## config.mk

```make
export PLATFORM = sky130hd
export DESIGN_NAME = age_stream_classifier_unit
export DESIGN_NICKNAME = d
export VERILOG_FILES = /design/src/rtl/asc_pkg.sv /design/src/rtl/age_stream_classifier_unit.sv
export SDC_FILE = /design/constraint.sdc
export NUM_CORES = 2
export LEC_CHECK = 0
export BUFFER_PORTS_ARGS = -buffer_cell sky130_fd_sc_hd__buf_2
export CORE_UTILIZATION = 60
export CTS_BUF_LIST = sky130_fd_sc_hd__clkbuf_4
export DETAILED_ROUTE_END_ITERATION = 10
export GPL_ROUTABILITY_DRIVEN = 1
export PLACE_DENSITY = 0.83
export SLEW_MARGIN = 20
export SYNTH_ARGS = -nofsm -noshare
export SYNTH_HDL_FRONTEND = slang
export SYNTH_SLANG_ARGS = --single-unit
export TNS_END_PERCENT = 30
```

## constraint.sdc

```tcl
create_clock -name clk_i -period 8.6 [get_ports clk_i]
set_input_delay 0.86 -clock clk_i [delete_from_list [all_inputs] [get_ports clk_i]]
set_output_delay 0.86 -clock clk_i [all_outputs]
set_load 0.01 [all_outputs]
```

## src/rtl/asc_pkg.sv

```systemverilog
// shared types and constants for the age stream classifier
`timescale 1ns / 1ps

package asc_pkg;

  localparam int unsigned TimeW   = 64;
  localparam int unsigned GranW   = 32;
  localparam int unsigned CountW  = 5;
  localparam int unsigned BaseW   = 8;
  localparam int unsigned StreamW = 9;
  localparam int unsigned CfgIdxW = 3;
  localparam int unsigned DivCntW = 6;

  // last step of the bit-serial divider
  localparam logic [DivCntW-1:0] DivLast = DivCntW'(TimeW - 1);

  // configuration register indices
  localparam logic [CfgIdxW-1:0] CfgStreamCount = 3'd0;
  localparam logic [CfgIdxW-1:0] CfgAgeGran     = 3'd1;
  localparam logic [CfgIdxW-1:0] CfgCreatedOnly = 3'd2;
  localparam logic [CfgIdxW-1:0] CfgStreamBase  = 3'd3;
  localparam logic [CfgIdxW-1:0] CfgVictimLimit = 3'd4;

  // request codes
  localparam logic FuncClassify = 1'b0;
  localparam logic FuncVictim   = 1'b1;

  typedef enum logic [2:0] {
    ST_IDLE,
    ST_DIV,
    ST_MAP,
    ST_CRD,
    ST_CWR,
    ST_SRD,
    ST_SCHK,
    ST_RES
  } asc_state_e;

endpackage

```

## src/rtl/age_stream_classifier_unit.sv

```systemverilog
// age stream classifier: bit-serial age divider, stream table and victim scan
// classify: an accepted beat runs 64 divider steps, then the map, table read and table write states, to the result
// victim: each scanned stream takes a table read and a check; outside created-only mode the result is a miss, no scan
// one item at a time: a new beat is taken only when idle, and the next beat is taken
// while a result still waits at the output
// reset clears the configuration to its defaults and all stream valid bits at once
`timescale 1ns / 1ps

module age_stream_classifier_unit #(
  parameter int unsigned MAX_STREAMS = 16
) (
  input  logic                          clk_i,
  input  logic                          rst_ni,
  // configuration
  input  logic                          cfg_we_i,
  input  logic [asc_pkg::CfgIdxW-1:0]   cfg_idx_i,
  input  logic [asc_pkg::TimeW-1:0]     cfg_data_i,
  // input channel
  input  logic                          in_valid_i,
  output logic                          in_ready_o,
  input  logic                          func_i,
  input  logic [asc_pkg::TimeW-1:0]     now_time_i,
  input  logic [asc_pkg::TimeW-1:0]     created_time_i,
  // output channel
  output logic                          out_valid_o,
  input  logic                          out_ready_i,
  output logic [asc_pkg::StreamW-1:0]   stream_number_o,
  output logic                          found_o
);

  import asc_pkg::*;

  localparam int unsigned IW = (MAX_STREAMS > 1) ? $clog2(MAX_STREAMS) : 1;
  localparam int unsigned CW = $clog2(MAX_STREAMS + 1);
  localparam logic [7:0]  MaxCnt = 8'(MAX_STREAMS);

  // configuration registers
  logic [CountW-1:0] stream_count_q;
  logic [GranW-1:0]  gran_q;
  logic              mode_q;
  logic [BaseW-1:0]  base_q;
  logic [TimeW-1:0]  limit_q;

  always_ff @(posedge clk_i or negedge rst_ni) begin
    if (!rst_ni) begin
      stream_count_q <= CountW'(16);
      gran_q         <= GranW'(1);
      mode_q         <= 1'b0;
      base_q         <= '0;
      limit_q        <= '0;
    end else if (cfg_we_i) begin
      unique case (cfg_idx_i)
        CfgStreamCount: stream_count_q <= cfg_data_i[CountW-1:0];
        CfgAgeGran:     gran_q         <= cfg_data_i[GranW-1:0];
        CfgCreatedOnly: mode_q         <= cfg_data_i[0];
        CfgStreamBase:  base_q         <= cfg_data_i[BaseW-1:0];
        CfgVictimLimit: limit_q        <= cfg_data_i;
        default: ;
      endcase
    end
  end

  // effective stream count, forced into 1..MAX_STREAMS
  logic [7:0]    cnt8;
  logic [CW-1:0] count;

  always_comb begin
    cnt8 = {3'b000, stream_count_q};
    if (cnt8 == 8'd0) begin
      cnt8 = 8'd1;
    end else if (cnt8 > MaxCnt) begin
      cnt8 = MaxCnt;
    end
    count = cnt8[CW-1:0];
  end

  asc_state_e state_q, state_d;

  logic [TimeW-1:0]   now_q, created_q;
  logic [TimeW-1:0]   dvd_q;      // dividend, quotient shifts in from the bottom
  logic [GranW-1:0]   rem_q;
  logic [CW-1:0]      qmod_q;     // running quotient mod count
  logic [DivCntW-1:0] div_cnt_q;
  logic [CW-1:0]      idx_q;
  logic [IW-1:0]      stream_q;
  logic [MAX_STREAMS-1:0] valid_q;
  logic [StreamW-1:0] res_num_q;
  logic               res_found_q;
  logic               out_valid_q;
  logic [StreamW-1:0] out_num_q;
  logic               out_found_q;

  logic [TimeW-1:0] mem_q [MAX_STREAMS];
  logic [TimeW-1:0] rd_data_q;

  // divider step
  logic [GranW:0] rem_sh;
  logic           q_bit;
  logic [GranW:0] rem_sub;
  logic [CW:0]    qmod_sh;
  logic [CW-1:0]  qmod_d;

  always_comb begin
    rem_sh  = {rem_q, dvd_q[TimeW-1]};
    q_bit   = (rem_sh >= {1'b0, gran_q});
    rem_sub = q_bit ? (rem_sh - {1'b0, gran_q}) : rem_sh;
    qmod_sh = {qmod_q, q_bit};
    qmod_d  = (qmod_sh >= {1'b0, count}) ? CW'(qmod_sh - {1'b0, count}) : qmod_sh[CW-1:0];
  end

  // quotient to stream
  logic          q_ge;
  logic [CW-1:0] stream_sel;

  always_comb begin
    q_ge = (dvd_q[CW-1:0] >= count);
    if (TimeW > CW) begin
      q_ge = q_ge || (dvd_q[TimeW-1:CW] != '0);
    end
    if (mode_q) begin
      stream_sel = qmod_q;
    end else if (q_ge) begin
      stream_sel = count - CW'(1);
    end else begin
      stream_sel = dvd_q[CW-1:0];
    end
  end

  // table checks
  logic [IW-1:0]    scan_idx;
  logic [TimeW-1:0] victim_age;
  logic             scan_hit;
  logic             scan_end;
  logic             take_new;

  assign scan_idx   = idx_q[IW-1:0];
  assign victim_age = now_q - rd_data_q;
  assign scan_hit   = valid_q[scan_idx] && (victim_age >= limit_q);
  assign scan_end   = (idx_q >= count);
  assign take_new   = !valid_q[stream_q] || (rd_data_q == '0) || (created_q < rd_data_q);

  // next state
  always_comb begin
    state_d = state_q;
    unique case (state_q)
      ST_IDLE: begin
        if (in_valid_i) begin
          if (func_i == FuncClassify) begin
            state_d = ST_DIV;
          end else if (mode_q) begin
            state_d = ST_SRD;
          end else begin
            state_d = ST_RES;
          end
        end
      end
      ST_DIV:  if (div_cnt_q == DivLast) state_d = ST_MAP;
      ST_MAP:  state_d = ST_CRD;
      ST_CRD:  state_d = ST_CWR;
      ST_CWR:  state_d = ST_RES;
      ST_SRD:  state_d = scan_end ? ST_RES : ST_SCHK;
      ST_SCHK: state_d = scan_hit ? ST_RES : ST_SRD;
      ST_RES:  if (!out_valid_q || out_ready_i) state_d = ST_IDLE;
      default: state_d = ST_IDLE;
    endcase
  end

  // control outputs
  logic          in_take;
  logic          mem_we;
  logic [IW-1:0] rd_addr;
  logic          out_load;

  always_comb begin
    in_take  = 1'b0;
    mem_we   = 1'b0;
    rd_addr  = scan_idx;
    out_load = 1'b0;
    unique case (state_q)
      ST_IDLE: in_take  = in_valid_i;
      ST_CRD:  rd_addr  = stream_q;
      ST_CWR:  mem_we   = take_new;
      ST_RES:  out_load = !out_valid_q || out_ready_i;
      default: ;
    endcase
  end

  assign in_ready_o = (state_q == ST_IDLE);

  always_ff @(posedge clk_i or negedge rst_ni) begin
    if (!rst_ni) begin
      state_q     <= ST_IDLE;
      valid_q     <= '0;
      out_valid_q <= 1'b0;
    end else begin
      state_q <= state_d;
      if (state_q == ST_CWR) begin
        valid_q[stream_q] <= 1'b1;
      end else if (state_q == ST_SCHK && scan_hit) begin
        valid_q[scan_idx] <= 1'b0;
      end
      if (out_load) begin
        out_valid_q <= 1'b1;
      end else if (out_ready_i) begin
        out_valid_q <= 1'b0;
      end
    end
  end

  // datapath
  always_ff @(posedge clk_i) begin
    case (state_q)
      ST_IDLE: begin
        if (in_take) begin
          now_q       <= now_time_i;
          created_q   <= created_time_i;
          dvd_q       <= mode_q ? created_time_i : (now_time_i - created_time_i);
          rem_q       <= '0;
          qmod_q      <= '0;
          div_cnt_q   <= '0;
          idx_q       <= '0;
          res_num_q   <= '0;
          res_found_q <= 1'b0;
        end
      end
      ST_DIV: begin
        rem_q     <= rem_sub[GranW-1:0];
        dvd_q     <= {dvd_q[TimeW-2:0], q_bit};
        qmod_q    <= qmod_d;
        div_cnt_q <= div_cnt_q + DivCntW'(1);
      end
      ST_MAP: stream_q <= stream_sel[IW-1:0];
      ST_CWR: begin
        res_num_q   <= {1'b0, base_q} + {{(StreamW - IW){1'b0}}, stream_q};
        res_found_q <= 1'b1;
      end
      ST_SCHK: begin
        if (scan_hit) begin
          res_num_q   <= {1'b0, base_q} + {{(StreamW - IW){1'b0}}, scan_idx};
          res_found_q <= 1'b1;
        end else begin
          idx_q <= idx_q + CW'(1);
        end
      end
      ST_RES: begin
        if (out_load) begin
          out_num_q   <= res_num_q;
          out_found_q <= res_found_q;
        end
      end
      default: ;
    endcase
  end

  // oldest creation time per stream
  always_ff @(posedge clk_i) begin
    if (mem_we) begin
      mem_q[stream_q] <= created_q;
    end
    rd_data_q <= mem_q[rd_addr];
  end

  assign out_valid_o     = out_valid_q;
  assign stream_number_o = out_num_q;
  assign found_o         = out_found_q;

  // a classify beat always starts the divider
  a_classify_div: assert property (@(posedge clk_i) disable iff (!rst_ni)
    (in_valid_i && in_ready_o && func_i == FuncClassify) |=> state_q == ST_DIV)
    else $error("classify beat did not start the divider");

  // a stream that was just updated is marked valid
  a_stream_valid: assert property (@(posedge clk_i) disable iff (!rst_ni)
    (state_q == ST_CWR) |=> valid_q[stream_q])
    else $error("updated stream not marked valid");

  // a miss carries stream number zero
  a_miss_zero: assert property (@(posedge clk_i) disable iff (!rst_ni)
    (out_valid_o && !found_o) |-> stream_number_o == '0)
    else $error("miss result with non-zero stream number");

  // results only leave after the sequencer has finished an item
  a_out_load: assert property (@(posedge clk_i) disable iff (!rst_ni)
    $rose(out_valid_o) |-> $past(state_q) == ST_RES)
    else $error("result appeared without a finished item");

endmodule

```

# Word level (Yosys, flattened, before mapping)
# Memory sizes are Yosys's and may differ from the RTL's. A register that Yosys moved wholly into a read port is not among the register bits.
# Cells that the tools add are included.
dict set report totals {
  ff_bits 394
  mem_bits_rw 1024
  input_bits 201
  out_inout_bits 12
  word_cells 142
  memories 1
}
dict set report op_classes {
  n_addsub 9
  n_lt_le_gt_ge 11
  eq_ne 18
  mux 49
  bitwise_logic 3
  reduce_logical 31
}
# name words word_bits rd rd_ports_with_merged_regs write_ports line
set mem_list {}
lappend mem_list {mem_q 16 64 1 1 1 age_stream_classifier_unit.sv:93} ;# logic [TimeW-1:0] mem_q [MAX_STREAMS];
# operator count
set ops {}
lappend ops {{64-bit two-way mux} 2}
lappend ops {{64-bit one-hot mux with 2 select lines} 1}
lappend ops {{64-bit subtractor} 2}
lappend ops {{64-bit greater-or-equal comparator} 1}
lappend ops {{64-bit logical NOT} 1}
lappend ops {{64-bit less-than comparator} 1}
lappend ops {{32-bit two-way mux} 2}
lappend ops {{32-bit one-hot mux with 2 select lines} 1}
lappend ops {{59-bit nonzero test} 1}
lappend ops {{33-bit by 32-bit greater-or-equal comparator with 1-bit output} 1}
lappend ops {{16-bit two-way mux} 2}
lappend ops {{32-bit subtractor} 1}
lappend ops {{9-bit one-hot mux with 3 select lines} 1}
lappend ops {{5-bit two-way mux} 5}
lappend ops {{3-bit one-hot mux with 8 select lines} 1}
lappend ops {{5-bit one-hot mux with 2 select lines} 2}
lappend ops {{8-bit by 4-bit adder with 9-bit output} 2}
lappend ops {{9-bit two-way mux} 2}
lappend ops {{16-bit bitwise AND} 1}
lappend ops {{16-bit NOT} 1}
lappend ops {{16-bit OR} 1}
lappend ops {{2-bit AND reduction} 8}
lappend ops {{3-bit equality test, second input constant} 5}
lappend ops {{1-bit two-way mux} 14}
lappend ops {{30 further kinds} 62}

# Depth between registers and ports, before layout
dict set report depth {
  word_depth 8
  depth_mapped 28
  depth_no_buf 26
}

# Worst setup path after synthesis
# OpenSTA, ideal clock, no wires.
dict set report synth_timing {
  path_type {register -> register}
  startpoint {register created_q[57]}
  endpoint {memory mem_q[8][0] (enable)}
  t_arrival_ns 6.929
  setup_slack_ns 1.106
  stages_incl_launch_ff 14
  path_cell_list {edfxtp_1 ha_1 a21o_1 a21o_1 a21o_1 a21o_1 a21oi_1 nor2b_1 o21ai_0 o21ai_0 a211oi_1 a21oi_1 clkbuf_1 nor3_1}
}
dict set report synth_via {
  elab_chain_cells 5
}
# element line
set synth_rtl {}
lappend synth_rtl {{from (decl)} age_stream_classifier_unit.sv:79} ;# logic [TimeW-1:0] now_q, created_q;
lappend synth_rtl {{from (signal assigned)} age_stream_classifier_unit.sv:216} ;# created_q <= created_time_i;
lappend synth_rtl {{64-bit less-than comparator} age_stream_classifier_unit.sv:140} ;# assign take_new = !valid_q[stream_q] || (rd_data_q == '0) || (created_q < rd_data_q);
lappend synth_rtl {{1-bit logical OR} age_stream_classifier_unit.sv:140}
lappend synth_rtl {{1-bit two-way mux} age_stream_classifier_unit.sv:179} ;# unique case (state_q)
lappend synth_rtl {{1-bit two-way mux} age_stream_classifier_unit.sv:257} ;# if (mem_we) begin
lappend synth_rtl {{1-bit two-way mux (not written as such)} age_stream_classifier_unit.sv:258} ;# mem_q[stream_q] <= created_q;
lappend synth_rtl {{to (decl)} age_stream_classifier_unit.sv:93}
# No other way between the ends.

# Worst setup path in the final report
dict set report layout_timing {
  startpoint {register now_q[0]}
  endpoint {register res_num_q[6] (enable)}
}
dict set report layout_via {
  elab_chain_cells 5
}
# element line
set layout_rtl {}
lappend layout_rtl {{from (decl)} age_stream_classifier_unit.sv:79}
lappend layout_rtl {{from (signal assigned)} age_stream_classifier_unit.sv:215} ;# now_q <= now_time_i;
lappend layout_rtl {{64-bit subtractor} age_stream_classifier_unit.sv:137} ;# assign victim_age = now_q - rd_data_q;
lappend layout_rtl {{64-bit greater-or-equal comparator} age_stream_classifier_unit.sv:138} ;# assign scan_hit = valid_q[scan_idx] && (victim_age >= limit_q);
lappend layout_rtl {{1-bit logical AND} age_stream_classifier_unit.sv:138}
lappend layout_rtl {{2-bit != test (no line)} -}
lappend layout_rtl {{3-bit AND reduction (no line)} -}
lappend layout_rtl {{to (signal assigned)} age_stream_classifier_unit.sv:234} ;# res_num_q <= {1'b0, base_q} + {{(StreamW - IW){1'b0}}, stream_q};
lappend layout_rtl {{to (signal assigned)} age_stream_classifier_unit.sv:239} ;# res_num_q <= {1'b0, base_q} + {{(StreamW - IW){1'b0}}, scan_idx};
lappend layout_rtl {{to (decl)} age_stream_classifier_unit.sv:87} ;# logic [StreamW-1:0] res_num_q;
# No other way between the ends.
# A chain may end at the register's enable or synchronous reset.

==> impl_metrics.env <==
export IMPL_multi_input_gate_area_in_the_final_layout_mm2=0.02350
export IMPL_fin_util_pct=69.22
export IMPL_max_slew_margin_pct=30.13
export IMPL_synth_edff_count=1288
export IMPL_drtPass1Iterations=6
export IMPL_crit_path_max_incr_delay_ns=0.73
export IMPL_worst_setup_path_type="reg2reg"
export IMPL_finalInstanceArea_mm2=0.07797
export IMPL_cts_tree="done"
export IMPL_die_height_um=339.5
export IMPL_post_cts_buffers=0
export IMPL_hold_violations=0
export IMPL_cts_sink_count=1482
export IMPL_post_route_cells_drive_above_1_share_pct=20.83
export IMPL_cp_cell_sequence="inv_1 > ha_1 > inv_1 > fa_1 > a211oi_1 > o21ai_0 > nand3b_1 > nand3_1 > a221oi_1 > o21ai_0 > nand2_1 > a21oi_1 > nor2_1 > xnor2_1 > ha_1 > nand4_1 > nor2_1 > o2111ai_1 > a2111oi_0 > o311ai_0 > a31o_2 > o22a_1 > nor2_1"
export IMPL_setup_worst_path_start_class="flop"
export IMPL_gpl_final_weighted_congestion=0.9803
export IMPL_status="finished clean"
export IMPL_initial_core_util_pct=60.67
export IMPL_dieWidth_um=339.5
export IMPL_final_fill_count=7277
export IMPL_track_usage_pct=34.47
export IMPL_layout_cells_most_common="edfxtp_1"
export IMPL_worst_ep_required_time_ns=9.52
export IMPL_detail_route_wirelength_um=198000
export IMPL_nNetsFinal=6022
export IMPL_dpl_hpwl_um=124700
export IMPL_yosys_cell_types_count=79
export IMPL_drv_max_cap_violation_count=0
export IMPL_synth_yosys_seq_area_share_pct=63.23
export IMPL_hold_class="in2reg"
export IMPL_buffer_ports_inserted=212
export IMPL_cts_max_level=5
export IMPL_boundaryPins=213
export IMPL_power_per_cell_area_mw_per_mm2=320.2
export IMPL_synth_fp_nets=5382
export IMPL_count_of_cells_along_the_worst_hold_path=5
export IMPL_synth_avg_cell_area_um2=14.05
export IMPL_vdd_ir_drop_worst_mv=0.5956
export IMPL_placementRows=123
export IMPL_ff2ff_path_depth=23
export IMPL_swShare_pct=36.85
export IMPL_grt_first_pass_wirelength_um=292100
export IMPL_summed_instance_area_of_the_synthesized_netlist_mm2=0.06835
export IMPL_total_power_w=0.02497
export IMPL_min_period_ns=6.689
export IMPL_core_region_area_mm2=0.1127
export IMPL_layout_cells_most_common_list="1288 x edfxtp_1, 567 x clkbuf_4, 406 x nand2_1"
export IMPL_area_growth_syn_to_layout_pct=14.08
export IMPL_launch_point_of_the_worst_reg_to_reg_path="now_q[0]"
export IMPL_cell_area_placed_mm2=0.07121
export IMPL_num_vias=47101
export IMPL_remaining_antenna_violation_count=0
export IMPL_timing_reg2reg_setup_slack_ns=1.91
export IMPL_skew_ns=0.1408
export IMPL_synth_warning_count=0
export IMPL_critPathSlowestCell="a2111oi_0"
export IMPL_rsz0062_at_grt="no"
export IMPL_switchingPower_w=0.009202
export IMPL_antenna_found_initial=17
export IMPL_timing_worst_slew_pin_value_ns=1.039
export IMPL_yosys_register_bits=1482
export IMPL_drtIter0Drc=6076
export IMPL_synth_top_flop_cell="edfxtp_1"
export IMPL_power_internal_w=0.01577
export IMPL_seq_power_share_pct=38.1
export IMPL_power_combinational_fraction_pct=37.9
export IMPL_setup_tns_ns=0
export IMPL_maximum_root_to_sink_buffer_count=4
export IMPL_max_clock_freq_ghz=0.1495
export IMPL_p_clk_share_pct=23.9
export IMPL_routed_length_per_placed_instance_um=27.07
export IMPL_clk_transition_reported_paths_ns=0.06
export IMPL_grt_max_degree=129
export IMPL_timing_hold_worst_endpoint="mode_q"
export IMPL_cts_inserted_buffers=378
export IMPL_final_max_slew_viol_count=0
export IMPL_netlist_instances=4866
export IMPL_cell_seen_most_often_among_critical_path_stages="nor2_1"
export IMPL_worst_skew_pair_late_latency_ns=1.35
export IMPL_regToRegEndpoint="res_num_q[6]"
export IMPL_timing_critical_path_fanout_max=19
export IMPL_remaining_drc_errors=0
export IMPL_avgViaCountPerCell=6.439
export IMPL_first_global_vias=47589
export IMPL_arrival_ns=7.60
export IMPL_ys_async_sr_fraction_pct=8.772
export IMPL_floorplan_die_area_mm2=0.1153
export IMPL_leakagePower_nw=29.08
export IMPL_clk_root_buffer_cell="clkbuf_4"
export IMPL_setup_worst_path_end_class="flop"
export IMPL_worst_hold_startpoint="cfg_idx_i[2]"
export IMPL_grt_overflow_total=0
export IMPL_setup_viol=0
export IMPL_sequential_cell_area_mm2=0.04322
export IMPL_final_period_utilization_pct=77.78
export IMPL_cts_resized=0
[state kept, by name, summed over array words and instances, names as in the netlist, 6 cells and up]
| name | count |
|---|---|
| now_q | 64 |
| stream_number_o | 9 |
| dvd_q | 64 |
| mem_q | 1024 |
| base_q | 8 |
| valid_q | 16 |
| limit_q | 64 |
| rd_data_q | 64 |
| gran_q | 32 |
| res_num_q | 9 |
| div_cnt_q | 6 |
| created_q | 64 |
| rem_q | 32 |
[stage by stage]
stage	instances	hold WS [ns]	setup slack, ns
floorplan	4866	0.4003	1.106
global placement	6429	0.4022	2.137
detailed placement	6429	0.4045	2.002
CTS	7300	0.004792	2.001
global route	7313	0.06856	1.507
finish	7315	0.09908	1.911
[worst max-delay path, delay by kind of cell, from the launching register on]
family | cells | cell delay, ns
AND/OR/NAND/NOR | 7 | 1.53
adder cells (fa/ha/maj) | 3 | 0.88
XOR/XNOR | 1 | 0.09
flip-flops | 1 | 0.36
AO/OA/AOI/OAI | 10 | 3.31
buffers and inverters | 2 | 0.13
[worst max-delay path by stage]
stage | start | end | slack (ns) | cells after the start
floorplan | created_q[57] | mem_q[8][0] | 1.11 | 13
global placement | now_q[0] | res_num_q[4] | 2.14 | 23
detailed placement | now_q[0] | res_num_q[5] | 2.00 | 23
CTS | now_q[0] | idx_q[1] | 2.00 | 23
global route | now_q[0] | idx_q[1] | 1.51 | 23
finish | now_q[0] | res_num_q[6] | 1.91 | 23
[cell usage after synthesis (12+ instances only)]
| library cell | number | area, um^2 |
|---|---|---|
| edfxtp_1 | 1288 | 38680 |
| nand2_1 | 408 | 1531 |
| ha_1 | 310 | 3879 |
| a21oi_1 | 295 | 1476 |
| mux4_2 | 266 | 5991 |
| inv_1 | 260 | 975.9 |
| o21ai_0 | 250 | 1251 |
| nor2_1 | 236 | 885.9 |
| clkbuf_1 | 161 | 604.3 |
| dfrtp_1 | 128 | 3203 |
| a21o_1 | 127 | 953.4 |
| a211oi_1 | 90 | 675.7 |
| a31oi_1 | 90 | 563.0 |
| xnor2_1 | 84 | 735.7 |
| and2_1 | 76 | 475.5 |
| nand4_1 | 68 | 425.4 |
| nor3_1 | 68 | 340.3 |
| xor2_1 | 67 | 586.8 |
| dfxtp_1 | 64 | 1281 |
| nand3_1 | 60 | 300.3 |
| nor2b_1 | 55 | 344.1 |
| nor4_1 | 41 | 256.5 |
| nand2b_1 | 31 | 193.9 |
| o21bai_1 | 29 | 217.7 |
| buf_1 | 28 | 105.1 |
| buf_2 | 26 | 130.1 |
| o31ai_1 | 24 | 180.2 |
| o21a_1 | 19 | 142.6 |
| mux2_2 | 18 | 202.7 |
| and3_1 | 17 | 106.4 |
| mux2i_1 | 17 | 170.2 |
| o211ai_1 | 13 | 97.59 |
| or3_1 | 13 | 81.33 |
| o41ai_1 | 12 | 105.1 |
[power groups by stage]
stage | registers [W] | clock network, W | logic [W]
final | 0.00953 | 0.00598 | 0.00946
after global routing | 0.00958 | 0.00640 | 0.0102
after CTS | 0.00949 | 0.00604 | 0.00931
after detailed placement | 0.00963 | 0 | 0.00915
after global placement | 0.00957 | 0 | 0.00893
after floorplan | 0.00935 | 0 | 0.00669
[layout make-up]
cell class / instances / share of cell area [%]
Timing Repair Buffer: 475 / 4.613
Inverter: 261 / 1.263
Tap cell: 1500 / 2.407
Antenna cell: 15 / 0.04814
Clock buffer: 567 / 5.459
Clock inverter: 107 / 0.6435
Sequential cell: 1482 / 55.42
Multi-Input combinational cell: 2908 / 30.14
[cells by family (layout without fill, tap and decap cells)]
kind of cell / count (synthesis) / in the layout / share of synthesized area, %
and+or+nand+nor: 1106 / 1106 / 7.604
buffers and inverters: 476 / 1410 / 2.662
other: 0 / 15 / 0
DFF: 1482 / 1482 / 63.23
muxes: 301 / 301 / 9.310
adders and majority gates: 315 / 315 / 5.821
xor gates and xnor gates: 151 / 151 / 1.935
AOI/OAI and AO/OA: 1035 / 1035 / 9.442
[routing by layer]
layer	vias up	GRT usage, %	share of wire [%]
met5	-	0	0.042
met3	666	8.345	11
met1	22969	43.64	36
met4	14	18.75	5.6
met2	3235	55.16	48
li1	20217	-	-
[what timing repair did]
| item | 4_1_cts | 5_1_grt |
|---|---|---|
| endpoints found under the setup margin | 0 | 0 |
| hold buffers | 197 | 0 |
| hold endpoints to repair | 321 | 0 |
No activity file was read; power rests on OpenSTA's default activity.
